### config.mk
export PLATFORM = sky130hd
export DESIGN_NAME = eyelid_cfg_regs
export DESIGN_NICKNAME = d
export VERILOG_FILES = /design/src/eyelid_pkg.sv /design/src/eyelid_cfg_regs.sv
export SDC_FILE = /design/constraint.sdc
export NUM_CORES = 1
export LEC_CHECK = 0
export BUFFER_PORTS_ARGS = -buffer_cell sky130_fd_sc_hd__buf_2
export CAP_MARGIN = 20
export CORE_MARGIN = 5
export CORE_UTILIZATION = 50
export CTS_BUF_LIST = sky130_fd_sc_hd__clkbuf_8 sky130_fd_sc_hd__clkbuf_16
export DETAILED_ROUTE_END_ITERATION = 6
export PLACE_DENSITY = 0.79
export SLEW_MARGIN = 20
export SYNTH_ARGS = -nofsm -noshare
export SYNTH_HDL_FRONTEND = slang
export SYNTH_SLANG_ARGS = --single-unit
### constraint.sdc
create_clock -name aclk -period 1.2 [get_ports aclk]
set_clock_uncertainty 0.15 [all_clocks]
set_input_delay 0.06 -clock aclk [delete_from_list [all_inputs] [get_ports aclk]]
set_output_delay 0.06 -clock aclk [all_outputs]
set_load 0.01 [all_outputs]
### src/eyelid_pkg.sv
package eyelid_pkg;

    localparam int DISPLAY_SIZE_DEF = 240;

    localparam logic [2:0] REG_MODE_FLAGS   = 3'd0;
    localparam logic [2:0] REG_EYELID_COLOR = 3'd1;
    localparam logic [2:0] REG_EYE_RADIUS   = 3'd2;
    localparam logic [2:0] REG_CENTER_X     = 3'd3;
    localparam logic [2:0] REG_CENTER_Y     = 3'd4;
    localparam logic [2:0] REG_UPPER_ROW    = 3'd5;
    localparam logic [2:0] REG_LOWER_ROW    = 3'd6;
    localparam logic [2:0] REG_GAP_CLOSED   = 3'd7;

    localparam logic ACT_PIXEL = 1'b0;
    localparam logic ACT_TABLE = 1'b1;

    // configuration seen by the datapath
    typedef struct packed {
        logic        custom;
        logic        swap;
        logic [15:0] color;
        logic [7:0]  radius;
        logic signed [9:0]  cx;
        logic signed [9:0]  cy;
        logic signed [10:0] upper_row;
        logic signed [10:0] lower_row;
        logic [8:0]  gap;
    } eyelid_cfg_t;

    // entry of the edge memory
    typedef struct packed {
        logic [7:0] upper_inner;
        logic [7:0] lower_outer;
        logic [7:0] lower_inner;
    } eyelid_entry_t;

endpackage

### src/eyelid_cfg_regs.sv
module eyelid_cfg_regs
    import eyelid_pkg::*;
(
    input  logic        aclk,
    input  logic        aresetn,
    input  logic        cfg_valid,
    output logic        cfg_ready,
    input  logic [2:0]  cfg_index,
    input  logic [15:0] cfg_data,
    output eyelid_cfg_t cfg
);

    eyelid_cfg_t cfg_reg;

    assign cfg_ready = 1'b1;
    assign cfg       = cfg_reg;

    // register file
    always_ff @(posedge aclk) begin
        if (!aresetn) begin
            cfg_reg.custom    <= 1'b0;
            cfg_reg.swap      <= 1'b0;
            cfg_reg.color     <= '0;
            cfg_reg.radius    <= '0;
            cfg_reg.cx        <= 10'sd120;
            cfg_reg.cy        <= 10'sd120;
            cfg_reg.upper_row <= 11'sd0;
            cfg_reg.lower_row <= 11'sd239;
            cfg_reg.gap       <= '0;
        end else if (cfg_valid) begin
            case (cfg_index)
                REG_MODE_FLAGS: begin
                    cfg_reg.custom <= cfg_data[0];
                    cfg_reg.swap   <= cfg_data[1];
                end
                REG_EYELID_COLOR: cfg_reg.color     <= cfg_data;
                REG_EYE_RADIUS:   cfg_reg.radius    <= cfg_data[7:0];
                REG_CENTER_X:     cfg_reg.cx        <= cfg_data[9:0];
                REG_CENTER_Y:     cfg_reg.cy        <= cfg_data[9:0];
                REG_UPPER_ROW:    cfg_reg.upper_row <= cfg_data[10:0];
                REG_LOWER_ROW:    cfg_reg.lower_row <= cfg_data[10:0];
                REG_GAP_CLOSED:   cfg_reg.gap       <= cfg_data[8:0];
                default: ;
            endcase
        end
    end

endmodule

==> run_results.csv <==
group,metric,value,unit
sta,worst_slack,148,ps
yosys,synth-seq-cells,77,
final_layout,fin_cells,485,
critical_path,cp_max_fo,2,
detailed_routing,viasPerCell,4.92,
hold_path,hold_class,"input port to flip-flop",
yosys,syn-cell-area,3000,sq um
sta,finalCriticalPeriod,1050,ps
hold_path,hold_depth,3,
job,cap_violations,0,
critical_path,r2r-start,"cfg[16]",
critical_path,crit_buf_inv,1,
sta,hold_slack,-6.52,ps
power_and_ir_drop,p_leak,2.09,nW
critical_path,critPathKind,"flip-flop to output pin",
detailed_routing,routedWlPerCell,15.0,um
placement,io_buffer_count,98,
global_routing,grt_pass1_vias,2352,
clock_tree,htreeDepth,3,
sta,hold_violations,2,
clock_tree,clock_path_buffers,2,
yosys,syn_avg_cell_area,10.3,sq um
global_routing,grt.overflow.total,0,
power_and_ir_drop,cellPowerDensity,1290,nW/um^2
hold_path,hold_start,"cfg_index[1]",
final_layout,largest_reg_flops,77,
final_layout,final_common_cell,"buf_2",
run_status,violations,"hold timing",
yosys,syn_nets,313,
final_layout,synthToLayoutAreaGrowth,32.6,%
power_and_ir_drop,p_total,5.14,mW
yosys,syn-instance-count,291,
yosys,ys_types,17,
floorplanning,die-area,7650,sq um
detailed_routing,wl,7270,um
clock_tree,cts_setup_buffers,0,
global_routing,grt_start_max_net_pins,49,
placement,gp_congestion,0.761,
final_layout,final_nets,427,
clock_tree,cts_tree,"done",
final_layout,final_cell_mix,"buf_2 (98), nand2_1 (78), mux2i_1 (77), dfxtp_1 (77), nor2b_1 (23)",
floorplanning,row_count,28,
floorplanning,ios,100,
detailed_routing,num_vias,2386,
sta,setup_viol,0,
clock_tree,insertion_delay,340,ps
critical_path,cp.arrival,840,ps
detailed_routing,drtIter0Drc,57,
global_routing,grt_pass1_wl,11700,um
clock_tree,cts_sinks,77,
clock_tree,clkTransAtPathRegs,80,ps
sta,fmax,950,MHz
critical_path,path_delay_family,"flip-flops",
critical_path,slowest_stage,"dfxtp_1",
floorplanning,fp.coreArea,5890,sq um
placement,place_ws,-8.51,ps
yosys,synth-seq-area-share,51.4,%
critical_path,crit_path_end_kind,"output pin",
placement,hpwl,5070,um
final_layout,utilization,67.6,%
critical_path,worstPathCellList,"buf_2",
critical_path,cp.depth,1,
power_and_ir_drop,ir_drop,0.646,mV
final_layout,drive_gt1_share,31.2,%
clock_tree,ctsResizeCount,0,
detailed_routing,ant_nets,0,
floorplanning,start_util,51.0,%
critical_path,worstRegToRegCells,2,
sta,rsz0062_at_grt,"false",
sta,finalCritPeriodShare,87.7,%
final_layout,n_antenna_cell,0,
run_status,outcome,"finished with violations",
critical_path,startpoint,"cfg[35]",
detailed_routing,first_pass_iters,4,
critical_path,worstPathRequired,990,ps
floorplanning,die_h,87.5,um
sta,maxSlewViolCount,0,
yosys,yosys_warnings,0,
floorplanning,die_w,87.5,um
critical_path,critical-path-max-stage-delay,360,ps
global_routing,grt_usage,19.9,%
clock_tree,root_buffer,"clkbuf_8",
critical_path,critPathLaunchType,"flip-flop",
clock_tree,numCtsBuffers,9,
placement,placedCellCount,453,
global_routing,antenna_found_initial,0,
detailed_routing,drc,0,
final timing paths:
| kind | to | slack, ps |
|---|---|---|
| worst max-delay path | cfg[35] | 150 |
| worst min-delay path | cfg[75] | -7 |
| worst max register to register | cfg[16] | 400 |
| worst min register to register | cfg[67] | 310 |
worst reg2reg max path: cells and delay by family, from the launching register on:
family / cells / cell delay (ps)
flip-flops: 1 / 320
AND/OR/NAND/NOR: 1 / 130
multiplexers: 1 / 90
stage by stage:
step	cell area [sq um]	setup TNS, ps
after floorplan	3000	0
after global placement	3610	0
after detailed placement	3610	-10.9
after CTS	3980	0
after global routing	3980	0
final	3980	0
timing repair:
item,in CTS,in global routing
endpoints found under the setup margin,0,0
endpoints found under the hold margin,47,0
hold buffers,16,0
synthesized netlist by cell type:
| library cell | n | area (sq um) |
|---|---|---|
| nand4bb_1 | 2 | 22.5 |
| buf_4 | 4 | 30.0 |
| buf_6 | 2 | 22.5 |
| clkbuf_1 | 8 | 30.0 |
| nor4bb_1 | 1 | 10.0 |
| buf_8 | 1 | 15.0 |
| buf_2 | 9 | 45.0 |
| mux2i_1 | 77 | 771 |
| nor2b_1 | 23 | 144 |
| conb_1 | 1 | 3.75 |
| nand4b_1 | 3 | 26.3 |
| nand2_1 | 78 | 293 |
| nand4_1 | 1 | 6.26 |
| dfxtp_1 | 77 | 1540 |
| nor4b_2 | 1 | 15.0 |
| and4b_1 | 2 | 20.0 |
| clkbuf_2 | 1 | 5.00 |
per-layer routing:
metal  vias to the layer above  wire length, um  track usage, %
met2                        68             3510            32.9
met4                         0              152            9.48
met1                      1112             3250            24.7
met3                        17              356            3.97
li1                       1189                -               -
met5                         -                0               0
cell type report:
cell class / instances / area [sq um]
Clock inverter: 7 / 82.6
Multi-Input combinational cell: 189 / 1320
Tap cell: 75 / 93.8
Fill cell: 471 / 1910
Timing Repair Buffer: 128 / 818
Sequential cell: 77 / 1540
Clock buffer: 9 / 124
report_power, final:
group	total [mW]	switching [mW]	internal, mW
combinational	0.453	0.239	0.214
sequential	2.64	0.0279	2.61
clock	2.05	0.906	1.15
total	5.14	1.17	3.97
cells by family after synthesis:
kind of cell	share of synthesized area, %
other cells	0.125
flops	51.4
mux	25.7
buf+inv	4.92
simple gates	17.9
Note: power is estimated with default switching activity, not from simulation.
